[config.mk]
export PLATFORM = sky130hd
export DESIGN_NAME = tmrq_alu
export DESIGN_NICKNAME = d
export VERILOG_FILES = /design/src/hdl/tmrq_pkg.sv /design/src/hdl/tmrq_alu.sv
export SDC_FILE = /design/constraint.sdc
export NUM_CORES = 1
export LEC_CHECK = 0
export BUFFER_PORTS_ARGS = -buffer_cell sky130_fd_sc_hd__buf_2
export CAP_MARGIN = 10
export CORE_MARGIN = 2
export CORE_UTILIZATION = 52
export DETAILED_ROUTE_END_ITERATION = 7
export GPL_TIMING_DRIVEN = 0
export MAX_ROUTING_LAYER = met4
export PLACE_DENSITY = 0.9
export SLEW_MARGIN = 20
export SYNTH_ARGS = -nofsm -noshare
export SYNTH_HDL_FRONTEND = slang
export SYNTH_SLANG_ARGS = --single-unit
export TNS_END_PERCENT = 20
[constraint.sdc]
create_clock -name vclk -period 5.7
set_input_delay 0.855 -clock vclk [all_inputs]
set_output_delay 0.855 -clock vclk [all_outputs]
set_load 0.1 [all_outputs]
[src/hdl/tmrq_pkg.sv]
`timescale 1ns / 1ps
// Shared types and constants for the typed message ring queue.
package tmrq_pkg;

    localparam int HEADER_BYTES = 8;
    localparam int CAP_W        = 13;
    localparam int CAP_MIN      = 16;
    localparam int LEN_W        = 12;

    typedef enum logic [1:0] {
        KIND_PUSH_HDR  = 2'd0,
        KIND_PUSH_BYTE = 2'd1,
        KIND_READ_MSG  = 2'd2,
        KIND_READ_BYTE = 2'd3
    } kind_t;

    typedef enum logic [1:0] {
        STAT_OK     = 2'd0,
        STAT_FULL   = 2'd1,
        STAT_EMPTY  = 2'd2,
        STAT_MISUSE = 2'd3
    } status_t;

    typedef enum logic {
        ALU_ADD = 1'b0,
        ALU_SUB = 1'b1
    } alu_op_t;

    typedef struct packed {
        logic over;
        logic neg;
        logic zero;
    } alu_flags_t;

    typedef struct packed {
        status_t          status;
        logic [LEN_W-1:0] found_length;
        logic [7:0]       byte_out;
        logic             last_byte;
    } result_t;

endpackage

[src/hdl/tmrq_alu.sv]
`timescale 1ns / 1ps
// Shared modular add/subtract unit with compare flags.
module tmrq_alu
    import tmrq_pkg::*;
#(
    parameter int XW = 13
)
(
    input  alu_op_t       op,
    input  logic [XW-1:0] a,
    input  logic [XW-1:0] b,
    input  logic [XW-1:0] m,
    output logic [XW-1:0] res,
    output logic [XW-1:0] raw,
    output alu_flags_t    flags
);

    logic [XW:0] sum;
    logic [XW:0] dif;
    logic [XW:0] corr;

    always_comb
    begin
        sum   = {1'b0, a} + {1'b0, b};
        dif   = {1'b0, a} - {1'b0, b};
        corr  = '0;
        res   = '0;
        raw   = '0;
        flags = '0;
        case (op)
            ALU_ADD:
            begin
                // Wrap once by m; over flags a sum strictly above m
                corr       = sum - {1'b0, m};
                res        = (sum >= {1'b0, m}) ? corr[XW-1:0] : sum[XW-1:0];
                raw        = sum[XW-1:0];
                flags.over = (sum > {1'b0, m});
            end
            ALU_SUB:
            begin
                // Fold a borrow back into range by adding m
                corr      = dif + {1'b0, m};
                res       = dif[XW] ? corr[XW-1:0] : dif[XW-1:0];
                raw       = dif[XW-1:0];
                flags.neg = dif[XW];
            end
            default:
            begin
                res = '0;
            end
        endcase
        flags.zero = (res == '0);
    end

endmodule

==> results_dict.tcl <==
set metrics [dict create \
    seq_cells 0 \
    setup_ws_ns -0.7545 \
    grt_first_pass_wirelength_um 14340 \
    synth_top_area_frac 0.2140 \
    drive_gt1_frac 0.2729 \
    die-area_mm2 0.006355 \
    synth.largest_area_cell "ha_1" \
    hold_buffers 0 \
    ant_nets 0 \
    yosysSeqAreaShare 0 \
    hold_viol_final 0 \
    syn_avg_cell_area_um2 7.344 \
    synth-xor-area-share 0.1146 \
    setup_violations 13 \
    total_power_w 0.001380 \
    drc 0 \
    synthAdderAreaFrac 0.2409 \
    io_buffers 69 \
    fmax_mhz 154.9 \
    synth-compound-area-share 0.2996 \
    dpl_worst_slack_ns -1.286 \
    leakagePower_nw 1.816 \
    syn-instance-count 406 \
    p_seq_frac 0 \
    status "finished with violations" \
    synth.distinct_cells 70 \
    die_y_um 79.72 \
    regArea_um2 0 \
    drtIter0Drc 281 \
    crit_type "in -> out" \
    powerDensity_mw_per_mm2 363.4 \
    worstPathMaxFanout 6 \
    endpoint_kind "primary output" \
    antenna_found_initial 0 \
    period_share 1.132 \
    power_frac_comb 1.000 \
    grt_pass1_vias 3217 \
    firstDrtPassIters 7 \
    worstMarginPinSlew_ns 0.7019 \
    gr-total-overflow 0 \
    synth.area.top_cells "ha_1 21%, xnor2_1 7.9%, inv_1 5.5%" \
    pin_count 69 \
    synthTopCellsByCount "51 x ha_1, 44 x inv_1, 41 x nor2_1, 30 x a21oi_1, 27 x xnor2_1" \
    p_sw_w 0.0009418 \
    wl_per_cell_um 16.34 \
    track_usage 0.2806 \
    placedInstanceArea_mm2 0.003505 \
    internal_power_w 0.0004381 \
    crit_arrival_ns 5.60 \
    vias_per_cell 6.179 \
    num_antenna_cells 0 \
    core_area_mm2 0.005507 \
    fin_area_mm2 0.003797 \
    startpoint_type "primary input" \
    fin_util 0.6896 \
    fin_crit_ns 6.455 \
    ir_drop_mv 0.2458 \
    holdWs_ns 2.417 \
    syn-cell-area_mm2 0.002982 \
    switching_share 0.6825 \
    nClkBuffers 0 \
    violations "negative setup slack" \
    rows 27 \
    grt_start_max_net_pins 11 \
    dp_hpwl_um 7252 \
    start_util 0.5415 \
    route.vias.total 3411 \
    yosys-mux-area-fraction 0.07050 \
    final_max_slew_viol_count 0 \
    synth_nets 501 \
    fin_nets 577 \
    maxCapViolCount 0 \
    rsz0062_at_grt "true" \
    die_w_um 79.72 \
    worstHoldPathType "in -> out" \
    relSlewSlack 0.5277 \
    yosys_warnings 0 \
    synthToLayoutAreaGrowth_pct 27.36 \
    synth_most_common_cell "ha_1" \
    clockPowerShare 0 \
    gp_congestion 0.9708 \
    synth_top_family_by_area "compound AO/OA/AOI/OAI gates" \
    worstPathRequired_ns 4.85 \
    wirelength_um 9022 \
    yosys.area_share.simple 0.1872 \
]
[power by group through the flow]
stage / clock (W) / combinational [W] / sequential, W
global placement: 0 / 0.00120 / 0
detailed placement: 0 / 0.00122 / 0
global route: 0 / 0.00145 / 0
finish: 0 / 0.00138 / 0
CTS: 0 / 0.00131 / 0
floorplan: 0 / 0.00103 / 0
[per-layer routing]
layer  vias up  GRT usage  share of wire
met3        24   0.006787          0.053
met4         0    0.05345          0.025
met2       155     0.5336           0.51
met5         -          -              0
met1      1614     0.3299           0.41
li1       1618          -              -
[metrics by stage]
| step | cells | TNS [ns] |
|---|---|---|
| 2_1_floorplan | 406 | -10.40 |
| 3_3_place_gp | 547 | -6.715 |
| 3_5_place_dp | 547 | -7.782 |
| 4_1_cts | 552 | -2.319 |
| 5_1_grt | 552 | -4.300 |
| 6_report | 552 | -2.846 |
[cell families after synthesis]
logic type	Yosys count
adders and majority gates	55
buffers and inverters	61
muxes	20
and+or+nand+nor	109
AOI/OAI and AO/OA	122
xor gates and xnor gates	39
[worst paths after layout]
check	start	end	slack (ns)	cells after the start
min	op	res[1]	2.42	4
max	b[0]	flags[0]	-0.75	21
[repair_timing]
action	4_1_cts	5_1_grt
buffers inserted	6	0
pin swaps	19	3
resized for setup	36	25
setup endpoints to repair	15	15
endpoints found under the hold margin	0	0
[cell usage in the layout, fill, tap and decap left out, types with 3 or more instances in the layout]
cell type,Yosys,final
o211a_1,3,3
nand2b_1,4,4
o21ai_0,20,17
a21oi_1,30,26
xor2_1,12,12
nand3_1,5,5
o31a_1,4,4
clkbuf_1,6,6
buf_12,0,3
buf_4,3,9
a21o_1,7,7
nor2b_1,10,9
a21oi_2,0,4
ha_1,51,49
nor3_1,12,10
o21a_1,9,9
nand4_1,4,4
o211ai_1,5,5
fa_1,4,3
o21bai_1,3,3
nand2_1,12,12
o31ai_1,4,4
mux2i_1,12,12
a31oi_1,4,4
and2_1,3,3
mux2_2,8,8
inv_1,44,44
buf_6,2,13
xnor2_1,27,25
buf_2,3,56
nor2_1,41,41
[worst max-delay path, stage by stage]
cell       delay (ns)
buf_8            0.10
ha_4             0.15
fa_2             0.34
nor2b_4          0.14
o311a_1          0.30
o41a_1           0.35
or2_4            0.26
a21o_1           0.18
a21o_1           0.20
xnor2_2          0.25
ha_4             0.26
o21a_1           0.19
o21ai_2          0.13
a21oi_2          0.07
or2_4            0.31
o21ai_2          0.20
o311ai_4         0.16
nor4_4           0.37
o2111ai_2        0.21
nor4b_4          0.30
buf_6            0.26
[cell type report]
class              instances  area [um^2]
multi-input cells        345         2935
repair buffers            75        516.7
plain buffers             15        86.33
fillers                  465         1709
well taps                 72        90.09
inverters                 45        168.9
No activity file was read; power rests on OpenSTA's default activity.
