File: src/hdl/tmrq_pkg.sv
`timescale 1ns / 1ps
// Shared types and constants for the typed message ring queue.
package tmrq_pkg;

    localparam int HEADER_BYTES = 8;
    localparam int CAP_W        = 13;
    localparam int CAP_MIN      = 16;
    localparam int LEN_W        = 12;

    typedef enum logic [1:0] {
        KIND_PUSH_HDR  = 2'd0,
        KIND_PUSH_BYTE = 2'd1,
        KIND_READ_MSG  = 2'd2,
        KIND_READ_BYTE = 2'd3
    } kind_t;

    typedef enum logic [1:0] {
        STAT_OK     = 2'd0,
        STAT_FULL   = 2'd1,
        STAT_EMPTY  = 2'd2,
        STAT_MISUSE = 2'd3
    } status_t;

    typedef enum logic {
        ALU_ADD = 1'b0,
        ALU_SUB = 1'b1
    } alu_op_t;

    typedef struct packed {
        logic over;
        logic neg;
        logic zero;
    } alu_flags_t;

    typedef struct packed {
        status_t          status;
        logic [LEN_W-1:0] found_length;
        logic [7:0]       byte_out;
        logic             last_byte;
    } result_t;

endpackage

File: src/hdl/tmrq_ctrl.sv
`timescale 1ns / 1ps
// Sequencer and queue state for the typed message ring queue.
module tmrq_ctrl
    import tmrq_pkg::*;
#(
    parameter int AW = 12,
    parameter int XW = 13
)
(
    input  logic             clk,
    input  logic             rst_n,
    input  logic             start,
    input  kind_t            kind,
    input  logic [31:0]      msg_type,
    input  logic [LEN_W-1:0] msg_length,
    input  logic [7:0]       data_byte,
    input  logic [XW-1:0]    cap,
    input  logic             clear,
    output logic             idle,
    output logic             res_valid,
    input  logic             res_take,
    output result_t          res,
    output logic             mem_we,
    output logic             mem_re,
    output logic [AW-1:0]    mem_addr,
    output logic [7:0]       mem_wdata,
    input  logic [7:0]       mem_rdata,
    output alu_op_t          alu_op,
    output logic [XW-1:0]    alu_a,
    output logic [XW-1:0]    alu_b,
    output logic [XW-1:0]    alu_m,
    input  logic [XW-1:0]    alu_res,
    input  logic [XW-1:0]    alu_raw,
    input  alu_flags_t       alu_flags
);

    typedef enum logic [19:0] {
        S_IDLE     = 20'h00001,
        S_H_TOTAL  = 20'h00002,
        S_H_CHECK  = 20'h00004,
        S_H_WRITE  = 20'h00008,
        S_H_COMMIT = 20'h00010,
        S_P_WRITE  = 20'h00020,
        S_P_DEC    = 20'h00040,
        S_R_ADDR   = 20'h00080,
        S_R_DEC    = 20'h00100,
        S_R_SPAN   = 20'h00200,
        S_S_LOOP   = 20'h00400,
        S_S_FETCH  = 20'h00800,
        S_S_LAST   = 20'h01000,
        S_S_CLAMP  = 20'h02000,
        S_S_CUT    = 20'h04000,
        S_S_MATCH  = 20'h08000,
        S_S_SKIP   = 20'h10000,
        S_REL_SUB  = 20'h20000,
        S_REL_OFF  = 20'h40000,
        S_DONE     = 20'h80000
    } state_t;

    localparam logic [2:0]    HDR_LAST = 3'(HEADER_BYTES - 1);
    localparam logic [XW-1:0] HDR_X    = XW'(HEADER_BYTES);
    localparam logic [XW-1:0] ONE_X    = XW'(1);

    state_t           state_reg, state_next;
    logic [31:0]      type_reg, type_next;
    logic [LEN_W-1:0] len_reg, len_next;
    logic [7:0]       data_reg, data_next;
    logic [AW-1:0]    wr_off_reg, wr_off_next;
    logic [AW-1:0]    rd_off_reg, rd_off_next;
    logic [XW-1:0]    used_reg, used_next;
    logic [AW-1:0]    fill_off_reg, fill_off_next;
    logic [XW-1:0]    fill_rem_reg, fill_rem_next;
    logic [AW-1:0]    drain_off_reg, drain_off_next;
    logic [XW-1:0]    drain_rem_reg, drain_rem_next;
    logic [AW-1:0]    ptr_reg, ptr_next;
    logic [2:0]       cnt_reg, cnt_next;
    logic [XW-1:0]    total_reg, total_next;
    logic [XW-1:0]    tmp_reg, tmp_next;
    logic [XW-1:0]    n_reg, n_next;
    logic [XW-1:0]    hlen_reg, hlen_next;
    logic [63:0]      hdr_reg, hdr_next;
    logic             ret_reg, ret_next;
    result_t          res_reg, res_next;
    logic [63:0]      hdr_word;

    assign idle      = (state_reg == S_IDLE);
    assign res_valid = (state_reg == S_DONE);
    assign res       = res_reg;
    assign hdr_word  = {32'(len_reg), type_reg};

    always_comb
    begin
        state_next     = state_reg;
        type_next      = type_reg;
        len_next       = len_reg;
        data_next      = data_reg;
        wr_off_next    = wr_off_reg;
        rd_off_next    = rd_off_reg;
        used_next      = used_reg;
        fill_off_next  = fill_off_reg;
        fill_rem_next  = fill_rem_reg;
        drain_off_next = drain_off_reg;
        drain_rem_next = drain_rem_reg;
        ptr_next       = ptr_reg;
        cnt_next       = cnt_reg;
        total_next     = total_reg;
        tmp_next       = tmp_reg;
        n_next         = n_reg;
        hlen_next      = hlen_reg;
        hdr_next       = hdr_reg;
        ret_next       = ret_reg;
        res_next       = res_reg;
        mem_we         = 1'b0;
        mem_re         = 1'b0;
        mem_addr       = ptr_reg;
        mem_wdata      = '0;
        alu_op         = ALU_ADD;
        alu_a          = '0;
        alu_b          = '0;
        alu_m          = cap;

        unique case (state_reg)
            S_IDLE:
            begin
                if (start)
                begin
                    type_next = msg_type;
                    len_next  = msg_length;
                    data_next = data_byte;
                    res_next  = '0;
                    unique case (kind)
                        KIND_PUSH_HDR:
                        begin
                            state_next = S_H_TOTAL;
                        end
                        KIND_PUSH_BYTE:
                        begin
                            if (fill_rem_reg == '0)
                            begin
                                res_next.status = STAT_MISUSE;
                                state_next      = S_DONE;
                            end
                            else
                            begin
                                state_next = S_P_WRITE;
                            end
                        end
                        KIND_READ_MSG:
                        begin
                            drain_rem_next  = '0;
                            res_next.status = STAT_EMPTY;
                            state_next      = S_S_LOOP;
                        end
                        KIND_READ_BYTE:
                        begin
                            if (drain_rem_reg == '0)
                            begin
                                res_next.status = STAT_MISUSE;
                                state_next      = S_DONE;
                            end
                            else
                            begin
                                state_next = S_R_ADDR;
                            end
                        end
                        default:
                        begin
                            state_next = S_IDLE;
                        end
                    endcase
                end
            end
            S_H_TOTAL:
            begin
                alu_a      = XW'(len_reg);
                alu_b      = HDR_X;
                total_next = alu_raw;
                state_next = S_H_CHECK;
            end
            S_H_CHECK:
            begin
                alu_a = used_reg;
                alu_b = total_reg;
                if (alu_flags.over)
                begin
                    res_next.status = STAT_FULL;
                    state_next      = S_DONE;
                end
                else
                begin
                    tmp_next   = alu_raw;
                    ptr_next   = wr_off_reg;
                    cnt_next   = '0;
                    state_next = S_H_WRITE;
                end
            end
            S_H_WRITE:
            begin
                mem_we    = 1'b1;
                mem_wdata = hdr_word[{cnt_reg, 3'b000} +: 8];
                alu_a     = XW'(ptr_reg);
                alu_b     = ONE_X;
                ptr_next  = alu_res[AW-1:0];
                cnt_next  = cnt_reg + 3'd1;
                if (cnt_reg == HDR_LAST)
                begin
                    state_next = S_H_COMMIT;
                end
            end
            S_H_COMMIT:
            begin
                alu_a           = XW'(wr_off_reg);
                alu_b           = total_reg;
                wr_off_next     = alu_res[AW-1:0];
                fill_off_next   = ptr_reg;
                fill_rem_next   = XW'(len_reg);
                used_next       = tmp_reg;
                res_next.status = STAT_OK;
                state_next      = S_DONE;
            end
            S_P_WRITE:
            begin
                mem_we        = 1'b1;
                mem_addr      = fill_off_reg;
                mem_wdata     = data_reg;
                alu_a         = XW'(fill_off_reg);
                alu_b         = ONE_X;
                fill_off_next = alu_res[AW-1:0];
                state_next    = S_P_DEC;
            end
            S_P_DEC:
            begin
                alu_op          = ALU_SUB;
                alu_a           = fill_rem_reg;
                alu_b           = ONE_X;
                fill_rem_next   = alu_raw;
                res_next.status = STAT_OK;
                state_next      = S_DONE;
            end
            S_R_ADDR:
            begin
                mem_re         = 1'b1;
                mem_addr       = drain_off_reg;
                alu_a          = XW'(drain_off_reg);
                alu_b          = ONE_X;
                drain_off_next = alu_res[AW-1:0];
                state_next     = S_R_DEC;
            end
            S_R_DEC:
            begin
                alu_op            = ALU_SUB;
                alu_a             = drain_rem_reg;
                alu_b             = ONE_X;
                drain_rem_next    = alu_raw;
                res_next.status   = STAT_OK;
                res_next.byte_out = mem_rdata;
                if (alu_flags.zero)
                begin
                    res_next.last_byte = 1'b1;
                    state_next         = S_R_SPAN;
                end
                else
                begin
                    state_next = S_DONE;
                end
            end
            S_R_SPAN:
            begin
                // Span from the front to the end of the drained payload
                alu_op     = ALU_SUB;
                alu_a      = XW'(drain_off_reg);
                alu_b      = XW'(rd_off_reg);
                n_next     = alu_flags.zero ? cap : alu_res;
                ret_next   = 1'b0;
                state_next = S_REL_SUB;
            end
            S_S_LOOP:
            begin
                alu_op = ALU_SUB;
                alu_a  = used_reg;
                alu_b  = HDR_X;
                if (used_reg == '0)
                begin
                    state_next = S_DONE;
                end
                else if (alu_flags.neg)
                begin
                    // Runt tail: drop everything
                    n_next     = used_reg;
                    ret_next   = 1'b0;
                    state_next = S_REL_SUB;
                end
                else
                begin
                    ptr_next   = rd_off_reg;
                    cnt_next   = '0;
                    state_next = S_S_FETCH;
                end
            end
            S_S_FETCH:
            begin
                mem_re   = 1'b1;
                alu_a    = XW'(ptr_reg);
                alu_b    = ONE_X;
                ptr_next = alu_res[AW-1:0];
                cnt_next = cnt_reg + 3'd1;
                if (cnt_reg != '0)
                begin
                    hdr_next = {mem_rdata, hdr_reg[63:8]};
                end
                if (cnt_reg == HDR_LAST)
                begin
                    state_next = S_S_LAST;
                end
            end
            S_S_LAST:
            begin
                hdr_next   = {mem_rdata, hdr_reg[63:8]};
                state_next = S_S_CLAMP;
            end
            S_S_CLAMP:
            begin
                alu_a     = hdr_reg[32 +: XW];
                alu_b     = HDR_X;
                alu_m     = used_reg;
                hlen_next = hdr_reg[32 +: XW];
                if (alu_flags.over || (hdr_reg[63:32+XW] != '0))
                begin
                    state_next = S_S_CUT;
                end
                else
                begin
                    state_next = S_S_MATCH;
                end
            end
            S_S_CUT:
            begin
                alu_op     = ALU_SUB;
                alu_a      = used_reg;
                alu_b      = HDR_X;
                hlen_next  = alu_raw;
                state_next = S_S_MATCH;
            end
            S_S_MATCH:
            begin
                if (hdr_reg[31:0] == type_reg)
                begin
                    res_next.status       = STAT_OK;
                    res_next.found_length = hlen_reg[LEN_W-1:0];
                    drain_off_next        = ptr_reg;
                    drain_rem_next        = hlen_reg;
                    if (hlen_reg == '0)
                    begin
                        n_next     = HDR_X;
                        ret_next   = 1'b0;
                        state_next = S_REL_SUB;
                    end
                    else
                    begin
                        state_next = S_DONE;
                    end
                end
                else
                begin
                    state_next = S_S_SKIP;
                end
            end
            S_S_SKIP:
            begin
                alu_a      = hlen_reg;
                alu_b      = HDR_X;
                n_next     = alu_raw;
                ret_next   = 1'b1;
                state_next = S_REL_SUB;
            end
            S_REL_SUB:
            begin
                alu_op = ALU_SUB;
                alu_a  = used_reg;
                alu_b  = n_reg;
                if (alu_flags.neg)
                begin
                    n_next    = used_reg;
                    used_next = '0;
                end
                else
                begin
                    used_next = alu_raw;
                end
                state_next = S_REL_OFF;
            end
            S_REL_OFF:
            begin
                alu_a       = XW'(rd_off_reg);
                alu_b       = n_reg;
                rd_off_next = alu_res[AW-1:0];
                state_next  = ret_reg ? S_S_LOOP : S_DONE;
            end
            S_DONE:
            begin
                if (res_take)
                begin
                    state_next = S_IDLE;
                end
            end
            default:
            begin
                state_next = S_IDLE;
            end
        endcase

        if (clear)
        begin
            wr_off_next    = '0;
            rd_off_next    = '0;
            used_next      = '0;
            fill_off_next  = '0;
            fill_rem_next  = '0;
            drain_off_next = '0;
            drain_rem_next = '0;
        end
    end

    always_ff @(posedge clk or negedge rst_n)
    begin
        if (!rst_n)
        begin
            state_reg     <= S_IDLE;
            wr_off_reg    <= '0;
            rd_off_reg    <= '0;
            used_reg      <= '0;
            fill_off_reg  <= '0;
            fill_rem_reg  <= '0;
            drain_off_reg <= '0;
            drain_rem_reg <= '0;
            ret_reg       <= 1'b0;
        end
        else
        begin
            state_reg     <= state_next;
            wr_off_reg    <= wr_off_next;
            rd_off_reg    <= rd_off_next;
            used_reg      <= used_next;
            fill_off_reg  <= fill_off_next;
            fill_rem_reg  <= fill_rem_next;
            drain_off_reg <= drain_off_next;
            drain_rem_reg <= drain_rem_next;
            ret_reg       <= ret_next;
        end
    end

    always_ff @(posedge clk)
    begin
        type_reg  <= type_next;
        len_reg   <= len_next;
        data_reg  <= data_next;
        ptr_reg   <= ptr_next;
        cnt_reg   <= cnt_next;
        total_reg <= total_next;
        tmp_reg   <= tmp_next;
        n_reg     <= n_next;
        hlen_reg  <= hlen_next;
        hdr_reg   <= hdr_next;
        res_reg   <= res_next;
    end

    a_used_le_cap: assert property (@(posedge clk) disable iff (!rst_n)
        used_reg <= cap)
        else $error("stored byte count exceeds capacity");

    a_offsets_in_ring: assert property (@(posedge clk) disable iff (!rst_n)
        (XW'(rd_off_reg) < cap) && (XW'(wr_off_reg) < cap) &&
        (XW'(fill_off_reg) < cap) && (XW'(drain_off_reg) < cap))
        else $error("ring offset outside capacity");

    a_busy_after_start: assert property (@(posedge clk) disable iff (!rst_n)
        start |=> !idle)
        else $error("sequencer idle right after accepting an item");

    a_fill_decrement: assert property (@(posedge clk) disable iff (!rst_n)
        (state_reg == S_P_DEC) && !clear |=> fill_rem_reg == $past(fill_rem_reg) - ONE_X)
        else $error("payload fill count did not step down by one");

    a_clear_empties: assert property (@(posedge clk) disable iff (!rst_n)
        clear |=> (used_reg == '0) && (fill_rem_reg == '0) && (drain_rem_reg == '0))
        else $error("capacity write left the queue non-empty");

endmodule

File: config.mk
export PLATFORM = sky130hd
export DESIGN_NAME = tmrq_ctrl
export DESIGN_NICKNAME = d
export VERILOG_FILES = /design/src/hdl/tmrq_pkg.sv /design/src/hdl/tmrq_ctrl.sv
export SDC_FILE = /design/constraint.sdc
export NUM_CORES = 1
export LEC_CHECK = 0
export BUFFER_PORTS_ARGS = -buffer_cell sky130_fd_sc_hd__buf_2
export CAP_MARGIN = 20
export CORE_UTILIZATION = 60
export CTS_BUF_LIST = sky130_fd_sc_hd__clkbuf_8
export CTS_CLUSTER_DIAMETER = 150
export DETAILED_ROUTE_END_ITERATION = 7
export PLACE_DENSITY_LB_ADDON = 0.15
export SKIP_CTS_REPAIR_TIMING = 1
export SLEW_MARGIN = 40
export SYNTH_ARGS = -nofsm -noshare
export SYNTH_HDL_FRONTEND = slang
export SYNTH_SLANG_ARGS = --single-unit
File: constraint.sdc
create_clock -name clk -period 7.9 [get_ports clk]
set_input_delay 0.79 -clock clk [delete_from_list [all_inputs] [get_ports clk]]
set_output_delay 0.79 -clock clk [all_outputs]
set_load 0.05 [all_outputs]
==> results.yml <==
outcome:
  status: "complete, no violations"
synthesis:
  synth_top_flop_cell: "edfxtp_1"
  synth_edf_count: 206
  synth_area_leader_cell: "edfxtp_1"
  ys_warn_count: 0
  synth_cell_types: 59
  synthTopCellsByCount: "edfxtp_1 (206), nand2_1 (143), dfrtp_1 (107)"
  synth_area_leaders: "edfxtp_1 (41%), dfrtp_1 (18%), a22oi_1 (3.6%), mux2i_1 (3.6%), nand2_1 (3.6%)"
  yosysMostFrequentCell: "edfxtp_1"
  yosysTopAreaCellShare_pct: 40.9
  syn_inst: 1279
  synthArstFlopShare_pct: 34.4
  syn-num-nets: 1391
  synth_seq_cells: 314
  mappedNetlistArea_mm2: 0.0151
  ys_seq_area_share_pct: 58.8
  syn_avg_cell_area_um2: 11.8
clock_tree:
  cts-root-buf: "clkbuf_8"
  cts_buffers: 52
  clock_latency_ns: 0.60
  cts_sinks: 314
  cts_tree: "yes"
  cts.clk_slew.worst_paths_ns: 0.06
  cts.htree.levels: 2
  clock_path_buffers: 3
sta:
  finalCriticalPeriod_ns: 5.20
  post-route-period-util_pct: 65.8
  slew_violations: 0
  setup_ws_ns: 2.70
  hold_violations: 0
  tightest_slew_ns: 0.848
  setup_viol: 0
  skew_ns: 0.0342
  max-slew-margin-rel_pct: 43.4
  rsz0062_at_grt: "no"
  max_freq_mhz: 192
  tns_ns: 0
floorplan:
  core_mm2: 0.0245
  die-area_mm2: 0.0258
  pin_count: 196
  initial_core_util_pct: 61.6
  rows: 57
  fp.dieW_um: 161
  fp.dieH_um: 161
critical_path:
  critPathTopFamily: "simple AND/OR/NAND/NOR gates"
  crit_path_cell_trace: "or4_1 > nor4_1 > nand3_2 > nand2_1 > nand4b_1 > buf_2"
  slowest_delay_ns: 0.81
  cp.required_ns: 7.11
  worst-path-max-fanout: 30
  critical_path_class: "flop to output port"
  critical_path_buf_inv_count: 1
  slowest_stage: "nand2_1"
  crit_path_end_kind: "output port"
  cp.arrival_ns: 4.41
  startpoint_type: "flop"
route:
  drt-vias-per-instance: 6.75
  wirelength_um: 49700
  initialDrtViolationCount: 1880
  drt-pass1-iter-count: 8
  avgRoutedWirePerCell_um: 27.1
  via_count: 12377
  postRouteAntennaNets: 0
  drc_errors: 0
cells_and_area:
  final_core_util_pct: 71.1
  design_area_mm2: 0.0174
  synthToLayoutAreaGrowth_pct: 15.4
  drive_gt1_share_pct: 23.5
  antenna_cells: 0
  nFillCells: 1796
  largest_reg_flops: 64
  nets: 1578
grt:
  use_met3_pct: 9.17
  grt_pass1_wl_um: 73900
  grt_pass1_vias: 11868
  grt-busiest-layer: "met1"
  gr-usage-met1_pct: 57.4
  grt_util_met2_pct: 55.7
  grt_max_degree: 101
  track_usage_pct: 38.9
  antenna_found_initial: 0
  grt_overflow_total: 0
placed_design:
  pre_cts_slack_ns: 3.45
  placed_cell_area_mm2: 0.0164
  place_congestion: 1.01
  numPortBuffers: 195
  dpl.hpwl_um: 35400
pwr:
  cellLeakagePower_nw: 7.22
  cellPowerDensity_mw_per_mm2: 240
  vdd_drop_max_uv: 262
flow_run:
  cap_violations: 0
worst_hold_path:
  min_path_type: "primary input to asynchronous set/reset pin"
metrics by stage:
stage	hold WS, ns	cells	total power, W
floorplan	0.427	1279	0.00250
global placement	0.433	1734	0.00278
detailed placement	0.437	1735	0.00279
CTS	0.243	1832	0.00418
global route	0.274	1833	0.00431
finish	0.230	1833	0.00418
cell usage in the layout, fill, tap and decap left out, drive strengths merged, types with 33 or more instances in the layout:
master,count
a211oi,37
a21oi,50
a22o,41
a22oi,73
buf,220
clkbuf,57
dfrtp,107
edfxtp,206
inv,45
mux2i,54
nand2,144
nor2,79
nor4,34
xor2,33
logic make-up (layout without fill, tap and decap cells):
logic type	after synthesis	in the layout	synth area share [%]
AOI/OAI and AO/OA	304	304	14.6
muxes	88	88	6.95
DFF	314	314	58.8
and+or+nand+nor	422	422	14.3
adders and majority gates	3	3	0.248
buffers and inverters	114	344	3.11
xor gates and xnor gates	34	34	1.97
worst reg2reg max path, delay by kind of cell (launching register included):
family	cells	cell delay [ns]
and+or+nand+nor	6	3.60
DFF	1	0.44
area by class of cell:
class	count	area, um2	area share, %
Inverter	27	101	0.581
Sequential cell	314	8890	51.0
Clock inverter	40	240	1.38
Tap cell	324	405	2.32
Timing Repair Buffer	220	1180	6.75
Clock buffer	57	785	4.50
Multi-Input combinational cell	851	5840	33.5
layer usage:
layer | part of all wire (%) | vias to the layer above
met5 | 0 | -
met4 | 3.9 | 0
met3 | 12 | 132
met2 | 44 | 824
met1 | 41 | 6124
li1 | - | 5297
power by group:
part,internal (W),switching [W],leakage [nW]
combinational,0.000175,0.000585,3.25
sequential,0.00192,0.0000966,3.39
clock,0.000737,0.000671,0.581
final timing paths:
kind | from | slack [ns] | cells past startpoint | end
worst max-delay path | state_reg[8]$_DFFE_PN0P_ | 2.70 | 6 | alu_op
max in group asynchronous | rst_n | 6.58 | 2 | used_reg[10]$_DFFE_PN0P_
min in group clk | msg_type[27] | 0.37 | 1 | type_reg[27]$_DFFE_PP_
worst min-delay path | rst_n | 0.23 | 1 | fill_off_reg[1]$_DFFE_PN0P_
worst max register to register | state_reg[8]$_DFFE_PN0P_ | 3.46 | 6 | n_reg[4]$_DFFE_PP_
worst min register to register | hdr_reg[49]$_DFFE_PP_ | 0.45 | 0 | hdr_reg[41]$_DFFE_PP_
Note: power is estimated with default switching activity, not from simulation.
